$ cat src/hw/rtl/lcdfb_pkg.sv
// Shared types and constants of the layered character display framebuffer.
`timescale 1ns / 1ps

package lcdfb_pkg;

   // Item function codes
   localparam logic [1:0] FUNC_WRITE  = 2'd0;
   localparam logic [1:0] FUNC_SETPOS = 2'd1;
   localparam logic [1:0] FUNC_FLUSH  = 2'd2;
   localparam logic [1:0] FUNC_CLEAR  = 2'd3;

   // Result kinds
   localparam logic KIND_CHAR   = 1'b0;
   localparam logic KIND_CURSOR = 1'b1;

   // Config register indexes
   localparam logic [2:0] CSR_EMPTY_CODE  = 3'd0;
   localparam logic [2:0] CSR_SKIP_CODE   = 3'd1;
   localparam logic [2:0] CSR_END_CODE    = 3'd2;
   localparam logic [2:0] CSR_FORWARD     = 3'd3;
   localparam logic [2:0] CSR_OVERLAY_EN  = 3'd4;
   localparam logic [2:0] CSR_HOLD_CURSOR = 3'd5;
   localparam logic [2:0] CSR_CURSOR_ROW  = 3'd6;
   localparam logic [2:0] CSR_CURSOR_COL  = 3'd7;

   // Config reset values
   localparam logic [7:0] RST_EMPTY_CODE = 8'd32;
   localparam logic [7:0] RST_SKIP_CODE  = 8'd0;
   localparam logic [7:0] RST_END_CODE   = 8'd1;

   // Display DDRAM set-address instruction opcode bit
   localparam logic [7:0] DDRAM_SET_ADDR = 8'b1000_0000;

   typedef struct packed {
      logic [7:0] empty_code;
      logic [7:0] skip_code;
      logic [7:0] end_code;
      logic       forward_direction;
      logic       overlay_enabled;
      logic       hold_cursor;
      logic [1:0] cursor_row;
      logic [5:0] cursor_column;
   } cfg_type;

   // Controller to datapath commands
   typedef struct packed {
      logic load;       // latch an accepted write/setpos/clear word
      logic exec;       // carry out the latched word
      logic walk_init;  // start of a flush
      logic rd;         // read the current cell
      logic ev;         // evaluate the current cell, step the walk
      logic cursor;     // queue the cursor restore result
      logic finish;     // drain the last result, clear dirty bits
   } cmd_type;

   // Datapath to controller status
   typedef struct packed {
      logic last_cell;
      logic hold_cursor;
   } sts_type;

   // DDRAM start address of each display row
   function automatic logic [7:0] row_offset(input logic [1:0] r);
      logic [7:0] off;
      case (r)
         2'd0: off = 8'h00;
         2'd1: off = 8'h40;
         2'd2: off = 8'h14;
         2'd3: off = 8'h54;
         default: off = 8'h00;
      endcase
      return off;
   endfunction

endpackage

$ cat src/hw/rtl/lcdfb_ctrl.sv
// Sequencing state machine of the framebuffer: item dispatch and flush walk.
`timescale 1ns / 1ps

module lcdfb_ctrl (
   input  logic              clock,
   input  logic              reset,
   input  logic              start,
   input  logic [1:0]        req_func,
   output logic              busy,
   output lcdfb_pkg::cmd_type cmd,
   input  lcdfb_pkg::sts_type sts
);
   import lcdfb_pkg::*;

   typedef enum logic [5:0] {
      ST_IDLE   = 6'b000001,
      ST_EXEC   = 6'b000010,
      ST_FL_RD  = 6'b000100,
      ST_FL_EV  = 6'b001000,
      ST_FL_CUR = 6'b010000,
      ST_FL_END = 6'b100000
   } state_type;

   state_type state_ff, state_in;
   logic      accept;

   assign busy   = (state_ff != ST_IDLE);
   assign accept = start && !busy;

   // Next state
   always_comb begin
      state_in = state_ff;
      case (state_ff)
         ST_IDLE: begin
            if (accept) begin
               state_in = (req_func == FUNC_FLUSH) ? ST_FL_RD : ST_EXEC;
            end
         end
         ST_EXEC:   state_in = ST_IDLE;
         ST_FL_RD:  state_in = ST_FL_EV;
         ST_FL_EV: begin
            if (sts.last_cell) begin
               state_in = sts.hold_cursor ? ST_FL_CUR : ST_FL_END;
            end else begin
               state_in = ST_FL_RD;
            end
         end
         ST_FL_CUR: state_in = ST_FL_END;
         ST_FL_END: state_in = ST_IDLE;
         default:   state_in = ST_IDLE;
      endcase
   end

   always_ff @(posedge clock) begin
      if (reset) begin
         state_ff <= ST_IDLE;
      end else begin
         state_ff <= state_in;
      end
   end

   // Commands to the datapath
   always_comb begin
      cmd           = '0;
      cmd.load      = accept && (req_func != FUNC_FLUSH);
      cmd.walk_init = accept && (req_func == FUNC_FLUSH);
      cmd.exec      = (state_ff == ST_EXEC);
      cmd.rd        = (state_ff == ST_FL_RD);
      cmd.ev        = (state_ff == ST_FL_EV);
      cmd.cursor    = (state_ff == ST_FL_CUR);
      cmd.finish    = (state_ff == ST_FL_END);
   end

   // A flush always closes and returns to idle
   a_end_to_idle: assert property (@(posedge clock) disable iff (reset)
      state_ff == ST_FL_END |=> state_ff == ST_IDLE)
      else $error("flush end did not return to idle");

   // An accepted flush starts the walk with a cell read
   a_flush_starts: assert property (@(posedge clock) disable iff (reset)
      accept && req_func == FUNC_FLUSH |=> state_ff == ST_FL_RD)
      else $error("accepted flush did not start the walk");

endmodule

$ cat src/hw/rtl/lcdfb_dpath.sv
// Datapath: cell memories, write position, flush walk and result register.
`timescale 1ns / 1ps

module lcdfb_dpath #(
   parameter int ROWS    = 2,
   parameter int COLUMNS = 16
) (
   input  logic               clock,
   input  logic               reset,
   input  logic [1:0]         req_func,
   input  logic               req_layer,
   input  logic [1:0]         req_row,
   input  logic [5:0]         req_column,
   input  logic [7:0]         req_char_code,
   input  lcdfb_pkg::cfg_type cfg,
   input  lcdfb_pkg::cmd_type cmd,
   output lcdfb_pkg::sts_type sts,
   output logic               rsp_strobe,
   output logic               rsp_kind,
   output logic [7:0]         rsp_address_instruction,
   output logic [7:0]         rsp_char_code_res,
   output logic               rsp_last
);
   import lcdfb_pkg::*;

   localparam int         CELLS    = ROWS * COLUMNS;
   localparam int         IDX_W    = (CELLS > 1) ? $clog2(CELLS) : 1;
   localparam logic [5:0] COL_LAST = 6'(COLUMNS - 1);
   localparam logic [1:0] ROW_LAST = 2'(ROWS - 1);

   // Constant modulo tables for the position arithmetic
   logic [5:0] col_mod_tab [64];
   logic [1:0] row_mod_tab [4];
   logic [1:0] row_inc_tab [4];
   logic [1:0] row_dec_tab [4];

   for (genvar gk = 0; gk < 64; gk++) begin : g_col_tab
      assign col_mod_tab[gk] = 6'(gk % COLUMNS);
   end
   for (genvar gr = 0; gr < 4; gr++) begin : g_row_tab
      assign row_mod_tab[gr] = 2'(gr % ROWS);
      assign row_inc_tab[gr] = 2'((gr + 1) % ROWS);
      assign row_dec_tab[gr] = 2'((gr + ROWS - 1) % ROWS);
   end

   // Latched item
   logic [1:0] item_func_ff,  item_func_in;
   logic       item_layer_ff, item_layer_in;
   logic [1:0] item_row_ff,   item_row_in;
   logic [5:0] item_col_ff,   item_col_in;
   logic [7:0] item_code_ff,  item_code_in;

   // Write position and clear snapshot
   logic [1:0] wrow_ff, wrow_in;
   logic [5:0] wcol_ff, wcol_in;
   logic [7:0] clr_empty_ff, clr_empty_in;
   logic [7:0] clr_skip_ff,  clr_skip_in;

   // Per-cell flags
   logic [CELLS-1:0] uval_ff,  uval_in;
   logic [CELLS-1:0] oval_ff,  oval_in;
   logic [CELLS-1:0] dirty_ff, dirty_in;

   // Flush walk
   logic [1:0]       walk_row_ff, walk_row_in;
   logic [5:0]       walk_col_ff, walk_col_in;
   logic [IDX_W-1:0] walk_idx_ff, walk_idx_in;
   logic             uend_ff, uend_in;
   logic             oend_ff, oend_in;
   logic             uv_rd_ff, uv_rd_in;
   logic             ov_rd_ff, ov_rd_in;
   logic             dt_rd_ff, dt_rd_in;
   logic [7:0]       u_rdata_ff;
   logic [7:0]       o_rdata_ff;

   // One-deep hold so the final result can carry last
   logic       hold_vld_ff,  hold_vld_in;
   logic       hold_kind_ff, hold_kind_in;
   logic [7:0] hold_addr_ff, hold_addr_in;
   logic [7:0] hold_code_ff, hold_code_in;

   // Result register
   logic       rsp_strobe_ff, rsp_strobe_in;
   logic       rsp_kind_ff,   rsp_kind_in;
   logic [7:0] rsp_addr_ff,   rsp_addr_in;
   logic [7:0] rsp_code_ff,   rsp_code_in;
   logic       rsp_last_ff,   rsp_last_in;

   // Cell memories
   logic [7:0] user_mem [CELLS];
   logic [7:0] ovl_mem  [CELLS];

   logic [1:0]       r0, r1;
   logic [5:0]       c0, c1;
   logic [IDX_W-1:0] widx;
   logic             to_overlay;
   logic             do_write;
   logic [7:0]       us, ov;
   logic             emit, set_uend, set_oend;
   logic [7:0]       emit_code;
   logic [7:0]       walk_off, cur_off;
   logic [7:0]       walk_addr, cur_addr;
   logic             push;
   logic             new_kind;
   logic [7:0]       new_addr, new_code;

   // Write position: wrap the column, find the cell, step one cell
   always_comb begin
      if (wcol_ff > COL_LAST) begin
         r0 = row_inc_tab[wrow_ff];
         c0 = col_mod_tab[wcol_ff];
      end else begin
         r0 = wrow_ff;
         c0 = wcol_ff;
      end
      widx = IDX_W'(32'(row_mod_tab[r0]) * COLUMNS + 32'(c0));
      if (cfg.forward_direction) begin
         if (c0 == COL_LAST) begin
            r1 = row_inc_tab[r0];
            c1 = '0;
         end else begin
            r1 = r0;
            c1 = c0 + 6'd1;
         end
      end else begin
         if (c0 == '0) begin
            r1 = row_dec_tab[r0];
            c1 = COL_LAST;
         end else begin
            r1 = r0;
            c1 = c0 - 6'd1;
         end
      end
   end

   assign to_overlay = item_layer_ff && cfg.overlay_enabled;
   assign do_write   = cmd.exec && (item_func_ff == FUNC_WRITE);

   // Cell evaluation during the flush
   always_comb begin
      us        = uv_rd_ff ? u_rdata_ff : clr_empty_ff;
      ov        = cfg.overlay_enabled ? (ov_rd_ff ? o_rdata_ff : clr_skip_ff)
                                      : cfg.skip_code;
      emit      = 1'b0;
      emit_code = cfg.empty_code;
      set_uend  = 1'b0;
      set_oend  = 1'b0;
      if (oend_ff) begin
         emit = 1'b1;
      end else if (!dt_rd_ff && !uend_ff) begin
         emit = 1'b0;
      end else if (ov == cfg.end_code) begin
         set_oend = 1'b1;
         emit     = 1'b1;
      end else if (ov == cfg.skip_code) begin
         if (uend_ff) begin
            emit = 1'b1;
         end else if (us == cfg.end_code) begin
            set_uend = 1'b1;
            emit     = 1'b1;
         end else if (us != cfg.skip_code) begin
            emit      = 1'b1;
            emit_code = us;
         end
      end else begin
         emit      = 1'b1;
         emit_code = ov;
      end
   end

   // Set-address bytes: row offset plus column, wrapped in 7 bits
   assign walk_off  = row_offset(walk_row_ff);
   assign cur_off   = row_offset(row_mod_tab[cfg.cursor_row]);
   assign walk_addr = DDRAM_SET_ADDR
                    | {1'b0, 7'({1'b0, walk_col_ff} + walk_off[6:0])};
   assign cur_addr  = DDRAM_SET_ADDR
                    | {1'b0, 7'({1'b0, cfg.cursor_column} + cur_off[6:0])};

   assign push     = (cmd.ev && emit) || cmd.cursor;
   assign new_kind = cmd.cursor ? KIND_CURSOR : KIND_CHAR;
   assign new_addr = cmd.cursor ? cur_addr : walk_addr;
   assign new_code = cmd.cursor ? 8'd0 : emit_code;

   // Next-state logic
   always_comb begin
      item_func_in  = item_func_ff;
      item_layer_in = item_layer_ff;
      item_row_in   = item_row_ff;
      item_col_in   = item_col_ff;
      item_code_in  = item_code_ff;
      wrow_in       = wrow_ff;
      wcol_in       = wcol_ff;
      clr_empty_in  = clr_empty_ff;
      clr_skip_in   = clr_skip_ff;
      uval_in       = uval_ff;
      oval_in       = oval_ff;
      dirty_in      = dirty_ff;
      walk_row_in   = walk_row_ff;
      walk_col_in   = walk_col_ff;
      walk_idx_in   = walk_idx_ff;
      uend_in       = uend_ff;
      oend_in       = oend_ff;
      uv_rd_in      = uv_rd_ff;
      ov_rd_in      = ov_rd_ff;
      dt_rd_in      = dt_rd_ff;
      hold_vld_in   = hold_vld_ff;
      hold_kind_in  = hold_kind_ff;
      hold_addr_in  = hold_addr_ff;
      hold_code_in  = hold_code_ff;
      rsp_strobe_in = 1'b0;
      rsp_kind_in   = rsp_kind_ff;
      rsp_addr_in   = rsp_addr_ff;
      rsp_code_in   = rsp_code_ff;
      rsp_last_in   = 1'b0;

      // accepted word
      if (cmd.load) begin
         item_func_in  = req_func;
         item_layer_in = req_layer;
         item_row_in   = req_row;
         item_col_in   = req_column;
         item_code_in  = req_char_code;
      end

      // write, set position, clear
      if (cmd.exec) begin
         case (item_func_ff)
            FUNC_WRITE: begin
               if (to_overlay) begin
                  oval_in[widx] = 1'b1;
               end else begin
                  uval_in[widx] = 1'b1;
               end
               dirty_in[widx] = 1'b1;
               wrow_in        = r1;
               wcol_in        = c1;
            end
            FUNC_SETPOS: begin
               wrow_in = item_row_ff;
               wcol_in = item_col_ff;
            end
            FUNC_CLEAR: begin
               uval_in      = '0;
               oval_in      = '0;
               dirty_in     = '0;
               clr_empty_in = cfg.empty_code;
               clr_skip_in  = cfg.skip_code;
            end
            default: begin
               wrow_in = wrow_ff;
            end
         endcase
      end

      // flush walk
      if (cmd.walk_init) begin
         walk_row_in = '0;
         walk_col_in = '0;
         walk_idx_in = '0;
         uend_in     = 1'b0;
         oend_in     = 1'b0;
         hold_vld_in = 1'b0;
      end

      if (cmd.rd) begin
         uv_rd_in = uval_ff[walk_idx_ff];
         ov_rd_in = oval_ff[walk_idx_ff];
         dt_rd_in = dirty_ff[walk_idx_ff];
      end

      if (cmd.ev) begin
         walk_idx_in = walk_idx_ff + 1'b1;
         if (walk_col_ff == COL_LAST) begin
            walk_col_in = '0;
            walk_row_in = walk_row_ff + 2'd1;
            uend_in     = 1'b0;
            oend_in     = 1'b0;
         end else begin
            walk_col_in = walk_col_ff + 6'd1;
            uend_in     = uend_ff || set_uend;
            oend_in     = oend_ff || set_oend;
         end
      end

      // result hold and output
      if (push) begin
         if (hold_vld_ff) begin
            rsp_strobe_in = 1'b1;
            rsp_kind_in   = hold_kind_ff;
            rsp_addr_in   = hold_addr_ff;
            rsp_code_in   = hold_code_ff;
         end
         hold_vld_in  = 1'b1;
         hold_kind_in = new_kind;
         hold_addr_in = new_addr;
         hold_code_in = new_code;
      end

      if (cmd.finish) begin
         if (hold_vld_ff) begin
            rsp_strobe_in = 1'b1;
            rsp_kind_in   = hold_kind_ff;
            rsp_addr_in   = hold_addr_ff;
            rsp_code_in   = hold_code_ff;
            rsp_last_in   = 1'b1;
         end
         hold_vld_in = 1'b0;
         dirty_in    = '0;
      end
   end

   // Control state
   always_ff @(posedge clock) begin
      if (reset) begin
         wrow_ff       <= '0;
         wcol_ff       <= '0;
         clr_empty_ff  <= RST_EMPTY_CODE;
         clr_skip_ff   <= RST_SKIP_CODE;
         uval_ff       <= '0;
         oval_ff       <= '0;
         dirty_ff      <= '0;
         uend_ff       <= 1'b0;
         oend_ff       <= 1'b0;
         hold_vld_ff   <= 1'b0;
         rsp_strobe_ff <= 1'b0;
         rsp_last_ff   <= 1'b0;
      end else begin
         wrow_ff       <= wrow_in;
         wcol_ff       <= wcol_in;
         clr_empty_ff  <= clr_empty_in;
         clr_skip_ff   <= clr_skip_in;
         uval_ff       <= uval_in;
         oval_ff       <= oval_in;
         dirty_ff      <= dirty_in;
         uend_ff       <= uend_in;
         oend_ff       <= oend_in;
         hold_vld_ff   <= hold_vld_in;
         rsp_strobe_ff <= rsp_strobe_in;
         rsp_last_ff   <= rsp_last_in;
      end
   end

   // Payload registers
   always_ff @(posedge clock) begin
      item_func_ff  <= item_func_in;
      item_layer_ff <= item_layer_in;
      item_row_ff   <= item_row_in;
      item_col_ff   <= item_col_in;
      item_code_ff  <= item_code_in;
      walk_row_ff   <= walk_row_in;
      walk_col_ff   <= walk_col_in;
      walk_idx_ff   <= walk_idx_in;
      uv_rd_ff      <= uv_rd_in;
      ov_rd_ff      <= ov_rd_in;
      dt_rd_ff      <= dt_rd_in;
      hold_kind_ff  <= hold_kind_in;
      hold_addr_ff  <= hold_addr_in;
      hold_code_ff  <= hold_code_in;
      rsp_kind_ff   <= rsp_kind_in;
      rsp_addr_ff   <= rsp_addr_in;
      rsp_code_ff   <= rsp_code_in;
   end

   // User layer memory
   always_ff @(posedge clock) begin
      if (do_write && !to_overlay) begin
         user_mem[widx] <= item_code_ff;
      end
      if (cmd.rd) begin
         u_rdata_ff <= user_mem[walk_idx_ff];
      end
   end

   // Overlay layer memory
   always_ff @(posedge clock) begin
      if (do_write && to_overlay) begin
         ovl_mem[widx] <= item_code_ff;
      end
      if (cmd.rd) begin
         o_rdata_ff <= ovl_mem[walk_idx_ff];
      end
   end

   assign sts.last_cell   = (walk_row_ff == ROW_LAST) && (walk_col_ff == COL_LAST);
   assign sts.hold_cursor = cfg.hold_cursor;

   assign rsp_strobe              = rsp_strobe_ff;
   assign rsp_kind                = rsp_kind_ff;
   assign rsp_address_instruction = rsp_addr_ff;
   assign rsp_char_code_res       = rsp_code_ff;
   assign rsp_last                = rsp_last_ff;

   // last only ever marks a real result word
   a_last_has_strobe: assert property (@(posedge clock) disable iff (reset)
      rsp_last_ff |-> rsp_strobe_ff)
      else $error("last without result strobe");

   // the cursor restore is always the closing word of a flush
   a_cursor_is_last: assert property (@(posedge clock) disable iff (reset)
      rsp_strobe_ff && rsp_kind_ff == KIND_CURSOR |-> rsp_last_ff && rsp_code_ff == 8'd0)
      else $error("cursor restore not closing the flush");

   // every result word carries a set-address instruction
   a_addr_opcode: assert property (@(posedge clock) disable iff (reset)
      rsp_strobe_ff |-> rsp_addr_ff[7])
      else $error("result address lacks set-address opcode");

endmodule

$ cat src/hw/rtl/layered_char_display_framebuffer.sv
// Top level: config registers, controller and datapath of the framebuffer.
`timescale 1ns / 1ps

// Character display framebuffer with a user layer, an overlay layer and a
// dirty bit per cell. A word is taken when start is high and busy is low.
// Write, set-position and clear words pass through ST_EXEC and give no
// result. A flush walks every cell, then ST_FL_CUR when the cursor restore
// is on, then ST_FL_END: each cell is read from the cell memories in
// ST_FL_RD and judged in ST_FL_EV. Results leave one word per strobe with
// no back pressure; the closing words of a flush can come back to back, and
// the final one, marked by rsp_last, shows up as busy drops. A flush with
// nothing to show and no cursor restore gives none.
// Cells are cleared at once by reset or a clear word; no sweep is needed.
// Config writes are meant for idle periods only.
module layered_char_display_framebuffer #(
   parameter int ROWS    = 2,
   parameter int COLUMNS = 16
) (
   input  logic       clock,
   input  logic       reset,
   input  logic       start,
   output logic       busy,
   input  logic [1:0] req_func,
   input  logic       req_layer,
   input  logic [1:0] req_row,
   input  logic [5:0] req_column,
   input  logic [7:0] req_char_code,
   output logic       rsp_strobe,
   output logic       rsp_kind,
   output logic [7:0] rsp_address_instruction,
   output logic [7:0] rsp_char_code_res,
   output logic       rsp_last,
   input  logic       csr_we,
   input  logic [2:0] csr_index,
   input  logic [7:0] csr_wdata
);
   import lcdfb_pkg::*;

   cfg_type cfg_ff, cfg_in;
   cmd_type cmd;
   sts_type sts;

   // Config register writes
   always_comb begin
      cfg_in = cfg_ff;
      if (csr_we) begin
         case (csr_index)
            CSR_EMPTY_CODE:  cfg_in.empty_code        = csr_wdata;
            CSR_SKIP_CODE:   cfg_in.skip_code         = csr_wdata;
            CSR_END_CODE:    cfg_in.end_code          = csr_wdata;
            CSR_FORWARD:     cfg_in.forward_direction = csr_wdata[0];
            CSR_OVERLAY_EN:  cfg_in.overlay_enabled   = csr_wdata[0];
            CSR_HOLD_CURSOR: cfg_in.hold_cursor       = csr_wdata[0];
            CSR_CURSOR_ROW:  cfg_in.cursor_row        = csr_wdata[1:0];
            CSR_CURSOR_COL:  cfg_in.cursor_column     = csr_wdata[5:0];
            default:         cfg_in = cfg_ff;
         endcase
      end
   end

   always_ff @(posedge clock) begin
      if (reset) begin
         cfg_ff.empty_code        <= RST_EMPTY_CODE;
         cfg_ff.skip_code         <= RST_SKIP_CODE;
         cfg_ff.end_code          <= RST_END_CODE;
         cfg_ff.forward_direction <= 1'b1;
         cfg_ff.overlay_enabled   <= 1'b1;
         cfg_ff.hold_cursor       <= 1'b0;
         cfg_ff.cursor_row        <= '0;
         cfg_ff.cursor_column     <= '0;
      end else begin
         cfg_ff <= cfg_in;
      end
   end

   lcdfb_ctrl u_ctrl (
      .clock    (clock),
      .reset    (reset),
      .start    (start),
      .req_func (req_func),
      .busy     (busy),
      .cmd      (cmd),
      .sts      (sts)
   );

   lcdfb_dpath #(
      .ROWS    (ROWS),
      .COLUMNS (COLUMNS)
   ) u_dpath (
      .clock                   (clock),
      .reset                   (reset),
      .req_func                (req_func),
      .req_layer               (req_layer),
      .req_row                 (req_row),
      .req_column              (req_column),
      .req_char_code           (req_char_code),
      .cfg                     (cfg_ff),
      .cmd                     (cmd),
      .sts                     (sts),
      .rsp_strobe              (rsp_strobe),
      .rsp_kind                (rsp_kind),
      .rsp_address_instruction (rsp_address_instruction),
      .rsp_char_code_res       (rsp_char_code_res),
      .rsp_last                (rsp_last)
   );

endmodule

$ cat config.mk
export PLATFORM = sky130hd
export DESIGN_NAME = layered_char_display_framebuffer
export DESIGN_NICKNAME = d
export VERILOG_FILES = /design/src/hw/rtl/lcdfb_pkg.sv /design/src/hw/rtl/lcdfb_ctrl.sv /design/src/hw/rtl/lcdfb_dpath.sv /design/src/hw/rtl/layered_char_display_framebuffer.sv
export SDC_FILE = /design/constraint.sdc
export NUM_CORES = 1
export LEC_CHECK = 0
export BUFFER_PORTS_ARGS = -buffer_cell sky130_fd_sc_hd__buf_4
export CAP_MARGIN = 20
export CORE_ASPECT_RATIO = 1.1
export CORE_MARGIN = 2
export CORE_UTILIZATION = 40
export DETAILED_ROUTE_END_ITERATION = 16
export MAX_ROUTING_LAYER = met4
export PLACE_DENSITY = 0.52
export SYNTH_ARGS = -nofsm -noshare
export SYNTH_HDL_FRONTEND = slang
export SYNTH_HIERARCHICAL = 1
export SYNTH_SLANG_ARGS = --single-unit
$ cat constraint.sdc
create_clock -name clock -period 6.6 [get_ports clock]
set_input_delay 0.33 -clock clock [delete_from_list [all_inputs] [get_ports clock]]
set_output_delay 0.33 -clock clock [all_outputs]
set_load 0.01 [all_outputs]
# Word level (Yosys, flattened, before mapping)
# Memories as Yosys holds them, arrays and structs flattened. A register that Yosys moved wholly into a read port is not among the register bits.
# Index checks and enable logic that the tools add are counted.
[word_totals]
ramBits = 512
register_bits = 235
output_inout_bits = 20
wordCells = 246
rom_bits = 384
mem_count = 3
in_bits = 34
[classes]
eq_ne = 33
n_reduce_logical = 42
n_addsub = 8
mux = 106
magnitude_cmp = 8
bitwise = 8
[memory_table]
columns = ["memory", "depth", "word_bits", "read_ports", "rd_clocked_by_memory_dff", "wr", "line", "rtl"]
rows = [
  ["(no name shown)", 64, 6, 1, 0, 0, "lcdfb_dpath.sv:111", "c0 = col_mod_tab[wcol_ff];"],
  ["u_dpath.ovl_mem", 32, 8, 1, 1, 1, "lcdfb_dpath.sv:91", "logic [7:0] ovl_mem [CELLS];"],
  ["u_dpath.user_mem", 32, 8, 1, 1, 1, "lcdfb_dpath.sv:90", "logic [7:0] user_mem [CELLS];"],
]
[ops]
columns = ["operator", "n"]
rows = [
  ["32-bit one-hot mux with 2 select lines", 3],
  ["8-bit two-way mux", 18],
  ["32-bit bitwise OR", 3],
  ["6-bit two-way mux", 12],
  ["32-bit two-way mux", 2],
  ["7-bit one-hot mux with 4 select lines", 2],
  ["1-bit two-way mux", 41],
  ["2-bit two-way mux", 13],
  ["8-bit equality test", 3],
  ["6-bit one-hot mux with 4 select lines", 1],
  ["2-bit AND reduction", 11],
  ["6-bit by 4-bit equality test with 1-bit output, second input constant", 3],
  ["2-bit binary-select mux with 2-bit select", 4],
  ["1-bit binary-select mux with 5-bit select", 3],
  ["6-bit by 7-bit adder with 7-bit output", 2],
  ["6-bit by 1-bit adder with 6-bit output, second input constant", 2],
  ["2-bit equality test, second input constant", 6],
  ["3-bit equality test, second input constant", 4],
  ["5-bit by 6-bit < comparator with 1-bit output, second input constant", 2],
  ["6-bit one-hot mux with 2 select lines", 1],
  ["1-bit logical AND", 11],
  ["5-bit two-way mux", 2],
  ["3-bit >= comparator, second input constant", 3],
  ["2-bit NOT with 3-bit output", 3],
  ["33 further kinds", 50],
]

# Logic depth before layout (Yosys ltp)
# Gate-level depths: netlist (run 1).
[depth]
word_depth = 17
mapped_depth = 9

# Modules after synthesis
# Netlist (run 1), hierarchy kept.
[by_module_without_submodules]
columns = ["module", "cells_per_inst", "area_each_um2", "n_inst", "seq_area_each_um2"]
rows = [
  ["lcdfb_dpath", 1720, 29189.2, 1, 20329.5],
  ["layered_char_display_framebuffer", 137, 1487.7, 1, 700.7],
  ["lcdfb_ctrl", 41, 356.6, 1, 120.1],
]

# Worst setup path before layout (run 1)
# OpenSTA, ideal clock, no wires.
[synth_timing]
kind = "reg2reg"
start = "reg u_ctrl.state_ff[3]"
end = "reg u_dpath.dt_rd_ff, enable pin"
setup_time_ps = 423
n_path_buf = 0
stages_incl_launch_ff = 3
path_slack_ps = 3779
synth_period_minus_slack_ps = 2821
arrival_time_ps = 2397
path_cell_list = "dfxtp_1 or4_4 nor3b_1"
[synth_rtl]
columns = ["element", "line", "rtl"]
rows = [
  ["from (decl)", "lcdfb_ctrl.sv:24", "state_type state_ff, state_in;"],
  ["from (signal assigned)", "lcdfb_ctrl.sv:58", "state_ff <= state_in;"],
  ["to (signal assigned)", "lcdfb_dpath.sv:355", "dt_rd_ff <= dt_rd_in;"],
  ["to (decl)", "lcdfb_dpath.sv:72", "logic dt_rd_ff, dt_rd_in;"],
]

# Final worst setup path (run 1)
[layout_timing]
start = "reg u_dpath.ov_rd_ff"
end = "reg u_dpath.hold_code_ff[4], enable pin"
[layout_via]
elab_chain_len = 9
[layout_rtl]
columns = ["element", "line", "rtl"]
rows = [
  ["from (decl)", "lcdfb_dpath.sv:71", "logic ov_rd_ff, ov_rd_in;"],
  ["from (signal assigned)", "lcdfb_dpath.sv:354", "ov_rd_ff <= ov_rd_in;"],
  ["8-bit two-way mux (*) (2 in series)", "lcdfb_dpath.sv:142", "ov = cfg.overlay_enabled ? (ov_rd_ff ? o_rdata_ff : clr_skip_ff)"],
  ["8-bit equality test", "lcdfb_dpath.sv:155", "end else if (ov == cfg.skip_code) begin"],
  ["1-bit two-way mux", "lcdfb_dpath.sv:155", ""],
  ["1-bit two-way mux (*)", "lcdfb_dpath.sv:152", "end else if (ov == cfg.end_code) begin"],
  ["1-bit two-way mux (*)", "lcdfb_dpath.sv:150", "end else if (!dt_rd_ff && !uend_ff) begin"],
  ["1-bit two-way mux (*)", "lcdfb_dpath.sv:148", "if (oend_ff) begin"],
  ["1-bit logical AND (*)", "lcdfb_dpath.sv:179", "assign push = (cmd.ev && emit) || cmd.cursor;"],
  ["1-bit logical OR (*)", "lcdfb_dpath.sv:179", ""],
  ["net u_dpath.push", "lcdfb_dpath.sv:103", "logic push;"],
  ["to (signal assigned)", "lcdfb_dpath.sv:358", "hold_code_ff <= hold_code_in;"],
  ["to (decl)", "lcdfb_dpath.sv:80", "logic [7:0] hold_code_ff, hold_code_in;"],
]
# Mark *: on every way through the listed nets, which the timed path passes. The rest lies on a longest branch.
# A chain may end at the register's enable or synchronous reset.

==> flow_summary.yaml, run 1 <==
cells_and_area:
  final-instance-count-excl-fill: 3067
  drive_gt1_share_pct: 22.8
  area_delta_synth_final_pct: 14.0
  diodes: 0
  fin_nets: 2017
sta:
  period_needed_ns: 3.36
  max_slew.worst_pin.slew_ns: 0.992
  fin_tns_setup_ns: 0
  setup_viol: 0
  final_max_slew_viol_count: 0
  finalHoldViolations: 0
  relSlewSlack_pct: 33.5
  rsz0062_at_grt: "false"
  max_freq_mhz: 297
  finalCritPeriodShare_pct: 51.0
  skew_ns: 0.0190
die:
  dieArea_mm2: 0.0797
  rows: 107
  coreArea_mm2: 0.0771
  die_h_um: 296
  die_x_um: 269
  ios: 54
  start_util_pct: 40.2
drt:
  wire_per_inst_um: 22.5
  vias: 16200
  drt_iter0_drc: 1194
  route.antenna.remaining_nets: 0
  drc: 0
  routed_wl_um: 69100
  viasPerCell: 5.27
  drtPass1Iterations: 7
synthesis:
  synth.avg_cell_area_um2: 16.4
  syn-instance-count: 1895
  ys_warn_count: 6
  synth_nets: 1945
  synth_area_mm2: 0.0310
placement:
  dp_cells: 2894
  gp_congestion: 0.805
  placement.io_buffers: 52
  hpwl_um: 44600
grt:
  grt_pass1_wl_um: 105000
  use_met2_pct: 30.6
  antenna_found_initial: 0
  top_usage_layer: "met2"
  track_usage_pct: 18.1
  grt_pass1_vias: 16800
  met3_usage_pct: 3.60
  grt-ovfl-total: 0
  grt_max_degree: 87
  grtUsageMet1_pct: 22.2
clock_tree:
  cts_num_sinks: 759
  cts_buffers: 81
  max-clock-path-buffers: 3
  cts_tree: "built"
  insertion_delay_ns: 0.62
  h-tree-depth: 3
  clk_pin_slew_ns: 0.06
  cts_resized: 0
  root_buffer: "clkbuf_16"
critical_path:
  ff2ff_setup_slack_ns: 3.24
  criticalPathCategory: "reg -> reg"
  crit_path_start_kind: "register"
  r2r-end: "u_dpath/hold_code_ff[4]"
  r2r_start: "u_dpath/ov_rd_ff"
  crit_fanout: 16
  arrival_ns: 3.60
  required_ns: 6.84
  worstSetupEndpointType: "register"
  r2r_cells: 7
flow_run:
  maxCapViolations: 0
status:
  status: "finished, final reports clean"
pwr:
  p_per_area_mw_per_mm2: 279
  leakage_nw: 11.5
  max-vdd-ir-drop_mv: 0.155
min_path:
  min_to: "cfg_ff[25]"
  hold_depth: 3
  hold_path.class: "in -> reg"
  worstHoldStart: "csr_wdata[6]"
sequential cells by signal, summed over array words and instances, names as in the netlist, 32 cells and up, named ones only:
| signal | flops |
|---|---|
| u_dpath/ovl_mem | 256 |
| u_dpath/user_mem | 256 |
| cfg_ff | 34 |
| u_dpath/dirty_ff | 32 |
| u_dpath/oval_ff | 32 |
| u_dpath/uval_ff | 32 |
timing repair:
action	in CTS	in global routing
endpoints found under the hold margin	21	0
buffers inserted	0	0
hold buffers	21	0
worst max-delay path: stages (launching register included):
cell	delay, ns
edfxtp_1	0.63
mux2i_1	0.65
xnor2_1	0.15
nor4_2	0.43
a311oi_2	0.21
a41oi_4	0.25
nor2_1	0.09
inv_1	0.56
through the flow:
step                      hold slack, ns  setup slack [ns]  area [um2]  total power, W  util [%]
after floorplan                    0.409              3.78       31000         0.00547         -
after global routing              0.0422              3.02       35300          0.0102      45.8
after detailed placement           0.448              3.22       32500         0.00558      42.1
after CTS                         0.0220              3.20       35200          0.0100      45.7
final                             0.0550              3.24       35300         0.00985      45.8
after global placement             0.442              3.24       32500         0.00558      42.1
worst max path at each step:
| stage | from | depth (start not counted) | slack (ns) | to |
|---|---|---|---|---|
| finish | u_dpath/ov_rd_ff | 7 | 3.24 | u_dpath/hold_code_ff[4] |
| global route | u_dpath/ov_rd_ff | 7 | 3.02 | u_dpath/hold_addr_ff[0] |
| CTS | u_dpath/ov_rd_ff | 7 | 3.20 | u_dpath/hold_code_ff[4] |
| detailed placement | u_dpath/ov_rd_ff | 7 | 3.22 | u_dpath/hold_addr_ff[2] |
| global placement | u_dpath/ov_rd_ff | 7 | 3.24 | u_dpath/hold_code_ff[4] |
| floorplan | u_ctrl/state_ff[3] | 2 | 3.78 | u_dpath/dt_rd_ff |
area by class of cell:
type | instances | area [um2]
clock inverters | 40 | 330
repair buffers | 111 | 1000
flip-flops and latches | 759 | 21100
well taps | 1035 | 1290
clock buffers | 108 | 2210
multi-input cells | 999 | 9320
inverters | 15 | 56.3
fillers | 6722 | 41800
power by group:
group	internal, W	leakage, nW	switching (W)
Combinational	0.000117	3.55	0.000185
Clock	0.00255	1.24	0.00182
Sequential	0.00517	6.72	0.0000173
Total	0.00783	11.5	0.00202
placed cells by master, fill, tap and decap left out, types with 5 or more instances in the layout:
master	instances
edfxtp_1	593
nor2_1	204
mux4_2	190
dfxtp_1	166
a21oi_1	128
buf_4	83
clkbuf_16	82
nand2_1	69
mux2i_1	61
nand2b_1	42
xnor2_1	35
mux2_2	32
and3_1	32
nand3_1	27
dlygate4sd3_1	21
clkbuf_1	20
o21ai_0	18
clkinv_1	17
xor2_1	17
ha_1	16
inv_1	14
and2_1	13
clkinv_2	10
nor2_2	10
nor3_1	9
nor2b_1	8
or3_1	7
nand4_1	6
clkbuf_8	6
nor4_1	6
bufinv_16	5
mux2i_2	5
a211oi_1	5
per-layer routing:
layer,vias to the layer above,part of all wire (%)
met2,353,51
met3,102,5.2
met5,-,0
li1,7439,-
met4,0,1.9
met1,8277,41
(Power assumes the default switching activity.)
==> inputs of run 2 (changes only) <==
--- a/config.mk
+++ b/config.mk
@@ -5,6 +5,7 @@
 export SDC_FILE = /design/constraint.sdc
 export NUM_CORES = 1
 export LEC_CHECK = 0
+export ABC_AREA = 1
 export BUFFER_PORTS_ARGS = -buffer_cell sky130_fd_sc_hd__buf_4
 export CAP_MARGIN = 20
 export CORE_ASPECT_RATIO = 1.1
==> constraint.sdc (replaced) <==
create_clock -name clock -period 3.5 [get_ports clock]
set_input_delay 0.175 -clock clock [delete_from_list [all_inputs] [get_ports clock]]
set_output_delay 0.175 -clock clock [all_outputs]
set_load 0.01 [all_outputs]
==> flow_summary.yaml, run 2 <==
flow_run:
  maxCapViolations: 0
die:
  dieArea_mm2: 0.0818
  start_util_pct: 40.4
  rows: 108
  ios: 54
  die_x_um: 273
  coreArea_mm2: 0.0788
  die_h_um: 300
critical_path:
  worstSetupEndpointType: "register"
  criticalPathCategory: "reg -> reg"
  arrival_ns: 3.24
  crit_fanout: 28
  crit_path_start_kind: "register"
  required_ns: 3.87
placement:
  placement.io_buffers: 52
  gp_congestion: 0.866
  hpwl_um: 56100
cells_and_area:
  biggestRegsByFlops: "u_dpath/ovl_mem x256, u_dpath/user_mem x256, cfg_ff x34"
  fin_nets: 3229
  final_common_cell: "edfxtp_1"
  drive_gt1_share_pct: 9.33
  mostFrequentLayoutCells: "593 x edfxtp_1, 546 x nor2_1, 461 x nand2_1"
  area_delta_synth_final_pct: 15.2
  fill_cells: 7250
  regArea_mm2: 0.0211
  multiInputGateArea_mm2: 0.00906
sta:
  finalCritPeriodShare_pct: 82.1
  relSlewSlack_pct: 38.2
  fin_tns_setup_ns: 0
  max_freq_mhz: 348
  finalHoldViolations: 0
  rsz0062_at_grt: "false"
  setup_viol: 0
  final_max_slew_viol_count: 0
  skew_ns: 0.0229
  period_needed_ns: 2.87
  max_slew.worst_pin.slew_ns: 0.925
pwr:
  total_power_w: 0.0193
  p_seq_share_pct: 50.9
  leakage_nw: 13.0
  p_per_area_mw_per_mm2: 527
  p_sw_share_pct: 21.7
  p_int_w: 0.0151
  pwr-share-comb_pct: 4.5
  power.share.clock_pct: 44.7
  netSwitchingPower_w: 0.00420
  max-vdd-ir-drop_mv: 0.404
status:
  status: "finished, final reports clean"
synthesis:
  ys_warn_count: 6
  synth.avg_cell_area_um2: 10.3
  synth_nets: 3153
  syn-instance-count: 3103
  synth_area_mm2: 0.0318
clock_tree:
  max-clock-path-buffers: 3
  root_buffer: "clkbuf_16"
  clk_pin_slew_ns: 0.06
  cts_num_sinks: 759
  cts_setup_buffers: 0
  cts_tree: "built"
  h-tree-depth: 3
  insertion_delay_ns: 0.63
  cts_buffers: 82
grt:
  grt_max_degree: 109
  track_usage_pct: 22.4
  grt_pass1_vias: 22200
  grt_pass1_wl_um: 135000
  antenna_found_initial: 0
  grt-ovfl-total: 0
drt:
  route.antenna.remaining_nets: 0
  drc: 0
  drtPass1Iterations: 6
  routed_wl_um: 89300
  drt_iter0_drc: 1804
  viasPerCell: 5.34
  vias: 22900
  wire_per_inst_um: 20.8
min_path:
  hold_path.class: "in -> reg"
[run 2: changes by cell type in the layout (fill, tap and decap cells not counted), sizes merged, moves of 46 or more]
cell,previous run,this run
nor2,214,563
mux2i,66,0
mux4,190,0
inv,19,238
nand2,69,470
nand3,27,118
o21ai,21,370
o22ai,0,90
o221ai,0,46
[run 2: final cells by class]
type | instances | share of cell area, %
multi-input combinational | 1928 | 24.7
sequential | 759 | 57.7
timing repair buffer | 168 | 4.15
antenna | 1 | 0.00683
clock inverter | 42 | 1.15
inverter | 240 | 2.49
tap | 1045 | 3.57
clock buffer | 109 | 6.23
[run 2: repair_timing]
action | in CTS | in global routing
gates resized for setup | 0 | 0
hold buffers | 33 | 0
endpoints found under the hold margin | 62 | 0
[run 2: path summary, 6_finish.rpt]
check | start | endpoint | slack [ns] | cells past startpoint
setup reg to reg | cfg_ff[9] | u_dpath/hold_code_ff[5] | 0.63 | 12
setup / recovery | cfg_ff[9] | u_dpath/hold_code_ff[5] | 0.63 | 12
hold / removal | csr_we | cfg_ff[9] | 0.06 | 4
hold reg to reg | u_dpath/dirty_ff[8] | u_dpath/dirty_ff[8] | 0.45 | 2
[run 2: power groups by stage]
stage / combinational [W] / sequential (W) / clock (W)
after global routing: 0.000947 / 0.00983 / 0.00922
final: 0.000862 / 0.00983 / 0.00863
after global placement: 0.000822 / 0.0100 / 0
after detailed placement: 0.000837 / 0.0100 / 0
after CTS: 0.000869 / 0.00983 / 0.00885
after floorplan: 0.000420 / 0.0101 / 0
[run 2: routing by layer]
layer	share of wire (%)	vias up	wire length [um]	global-route usage, %
li1	-	10900	-	-
met1	43	11300	38300	28.3
met2	49	586	44100	37.2
met3	4.6	146	4090	2.82
met4	3.1	0	2790	7.72
met5	0	-	0	-
[run 2: critical path: stages (launching register included)]
cell and delay [ns]:
dfxtp_1 0.92, buf_4 0.30, o21ai_0 0.11, nand2_1 0.08, nand2_1 0.05, nand2_1 0.06, nor2_1 0.04, nand3_1 0.14
nand2_1 0.12, nor2_1 0.53, nand2_1 0.13, nand2_1 0.09, nor2_1 0.06
[run 2: stage by stage]
step,cells,instance area (um2),hold WS [ns],worst slack (ns),utilization (%)
floorplan,3103,31800,0.241,1.12,-
global placement,4107,33600,0.354,0.641,42.6
detailed placement,4107,33600,0.355,0.619,42.6
CTS,4291,36600,0.0193,0.613,46.5
global route,4291,36600,0.0889,0.276,46.5
finish,4292,36600,0.0554,0.627,46.5
==> inputs of run 3 (changes only) <==
--- a/config.mk
+++ b/config.mk
@@ -5,7 +5,7 @@
 export SDC_FILE = /design/constraint.sdc
 export NUM_CORES = 1
 export LEC_CHECK = 0
-export ABC_AREA = 1
+export ABC_AREA = 0
 export BUFFER_PORTS_ARGS = -buffer_cell sky130_fd_sc_hd__buf_4
 export CAP_MARGIN = 20
 export CORE_ASPECT_RATIO = 1.1
@@ -13,7 +13,7 @@
 export CORE_UTILIZATION = 40
 export DETAILED_ROUTE_END_ITERATION = 16
 export MAX_ROUTING_LAYER = met4
-export PLACE_DENSITY = 0.52
+export PLACE_DENSITY = 0.54
 export SYNTH_ARGS = -nofsm -noshare
 export SYNTH_HDL_FRONTEND = slang
 export SYNTH_HIERARCHICAL = 1
==> constraint.sdc (replaced) <==
create_clock -name clock -period 2.5 [get_ports clock]
set_input_delay 0.125 -clock clock [delete_from_list [all_inputs] [get_ports clock]]
set_output_delay 0.125 -clock clock [all_outputs]
set_load 0.01 [all_outputs]
==> flow_summary.yaml, run 3 (same netlist as run 1, synthesis figures left out) <==
status:
  status: "complete, but fails checks"
  violations: "negative setup slack"
sta:
  fin_ws_ns: -0.0917
  fin_tns_setup_ns: -0.776
  max_freq_mhz: 386
  relSlewSlack_pct: 46.6
  max_slew.worst_pin.slew_ns: 0.801
  period_needed_ns: 2.59
  skew_ns: 0.0323
  finalCritPeriodShare_pct: 104
  rsz0062_at_grt: "true"
  final_max_slew_viol_count: 0
  setup_viol: 29
  finalHoldViolations: 0
grt:
  grt_max_degree: 80
  track_usage_pct: 19.8
  grt_pass1_wl_um: 115000
  grt_pass1_vias: 17900
  antenna_found_initial: 0
  grt-ovfl-total: 0
cells_and_area:
  final_common_cell: "edfxtp_1"
  regArea_mm2: 0.0211
  multiInputGateArea_mm2: 0.00959
  biggestRegsByFlops: "u_dpath/ovl_mem x256, u_dpath/user_mem x256, cfg_ff x34"
  fin_nets: 2204
  drive_gt1_share_pct: 30.1
  final_area_mm2: 0.0376
  fill_cells: 6551
  mostFrequentLayoutCells: "593 x edfxtp_1, 204 x buf_4, 193 x nor2_1"
  diodes: 0
  area_delta_synth_final_pct: 21.2
placement:
  placement.io_buffers: 52
  gp_congestion: 0.885
  dpl_cell_area_mm2: 0.0341
  hpwl_um: 49200
critical_path:
  required_ns: 2.96
  r2r-end: "u_dpath/hold_code_ff[4]"
  cp_common_cell: "buf_12"
  ff2ff_setup_slack_ns: -0.09
  criticalPathCategory: "reg -> reg"
  worstSetupEndpointType: "register"
  r2r_cells: 9
  crit_fanout: 9
  cp_slowest_cell: "edfxtp_1"
  crit_path_start_kind: "register"
  arrival_ns: 3.05
  r2r_start: "u_dpath/ov_rd_ff"
  cp_cell_sequence: "buf_12, mux2i_4, xor2_1, nand4_2, o21ai_4, buf_12, mux2_2, or3_1, a21oi_1"
  max_stage_delay_ns: 0.38
die:
  dieArea_mm2: 0.0797
  start_util_pct: 40.2
  rows: 107
  die_h_um: 296
  coreArea_mm2: 0.0771
  ios: 54
  die_x_um: 269
pwr:
  leakage_nw: 12.7
  max-vdd-ir-drop_mv: 0.526
  p_per_area_mw_per_mm2: 698
clock_tree:
  cts_buffers: 82
  cts_tree: "built"
  cts_num_sinks: 759
  max-clock-path-buffers: 3
  h-tree-depth: 3
  insertion_delay_ns: 0.63
  clk_pin_slew_ns: 0.06
  root_buffer: "clkbuf_16"
min_path:
  worstHoldStart: "reset"
  hold_path.class: "in -> reg"
  min_to: "u_dpath/oend_ff"
  hold_depth: 2
drt:
  routed_wl_um: 76000
  vias: 17300
  wire_per_inst_um: 23.4
  drc: 0
  drtPass1Iterations: 5
  drt_iter0_drc: 1421
  route.antenna.remaining_nets: 0
  viasPerCell: 5.33
flow_run:
  maxCapViolations: 0
==> run 3: cell count changes in the layout (fill, tap and decap cells not counted), sizes merged, moves of 124 or more <==
| cell | before | now |
|---|---|---|
| nor2 | 563 | 214 |
| buf | 135 | 259 |
| inv | 238 | 17 |
| mux4 | 0 | 190 |
| nand2 | 470 | 69 |
| o21ai | 370 | 21 |
==> run 3: metal layers <==
| layer | track usage, % | up-vias | part of all wire [%] |
|---|---|---|---|
| met1 | 25.0 | 9045 | 43 |
| met4 | 4.69 | 0 | 1.5 |
| met5 | - | - | 0 |
| li1 | - | 7819 | - |
| met3 | 2.80 | 86 | 4.2 |
| met2 | 33.9 | 390 | 51 |
==> run 3: worst max path at each step <==
stage | end | start | cells past startpoint | slack (ns)
final | u_dpath/hold_code_ff[4] | u_dpath/ov_rd_ff | 9 | -0.09
after global routing | u_dpath/hold_code_ff[3] | u_dpath/ov_rd_ff | 9 | -0.17
after CTS | u_dpath/hold_code_ff[4] | u_dpath/ov_rd_ff | 9 | -0.06
after detailed placement | register | u_dpath/ov_rd_ff | 9 | -0.17
after global placement | register | u_dpath/uv_rd_ff | 8 | -0.14
after floorplan | u_dpath/ovl_mem[0][0] | u_ctrl/state_ff[3] | 6 | -0.07
==> run 3: area by class of cell <==
| type | instances | area share, % |
|---|---|---|
| well taps | 1035 | 3.45 |
| clock buffers | 108 | 5.90 |
| repair buffers | 296 | 7.81 |
| multi-input cells | 999 | 25.5 |
| repair inverters | 1 | 0.0233 |
| clock inverters | 39 | 0.839 |
| flip-flops and latches | 759 | 56.3 |
| inverters | 15 | 0.183 |
==> run 3: what timing repair did <==
action,4_1_cts,5_1_grt
setup endpoints to repair,64,116
cloned,1,2
hold endpoints to repair,54,0
hold buffers,36,0
buffers inserted,9,3
pin swaps,5,3
resized for setup,45,34
==> run 3: through the flow <==
| step | utilization, % | std cells | power (W) | hold WS, ns | worst slack, ns |
|---|---|---|---|---|---|
| final | 48.7 | 3252 | 0.0262 | 0.0619 | -0.0917 |
| after detailed placement | 44.3 | 3056 | 0.0148 | 0.305 | -0.174 |
| after CTS | 48.5 | 3247 | 0.0265 | 0.0362 | -0.0576 |
| after global placement | 44.3 | 3056 | 0.0148 | 0.305 | -0.144 |
| after global routing | 48.7 | 3252 | 0.0271 | 0.0935 | -0.165 |
| after floorplan | - | 1895 | 0.0144 | 0.204 | -0.0694 |
==> run 3: worst max-delay path, delay by kind of cell, from the launching register on <==
family | cells | cell delay [ns]
xor gates and xnor gates | 1 | 0.20
DFF | 1 | 0.38
and+or+nand+nor | 2 | 0.49
muxes | 2 | 0.65
buffers and inverters | 2 | 0.33
AOI/OAI and AO/OA | 2 | 0.36
==> run 3: report_power, final <==
group	switching, W	internal, W	leakage [nW]
logic	0.000538	0.000392	4.70
registers	0.0000448	0.0137	6.72
clock network	0.00484	0.00674	1.24
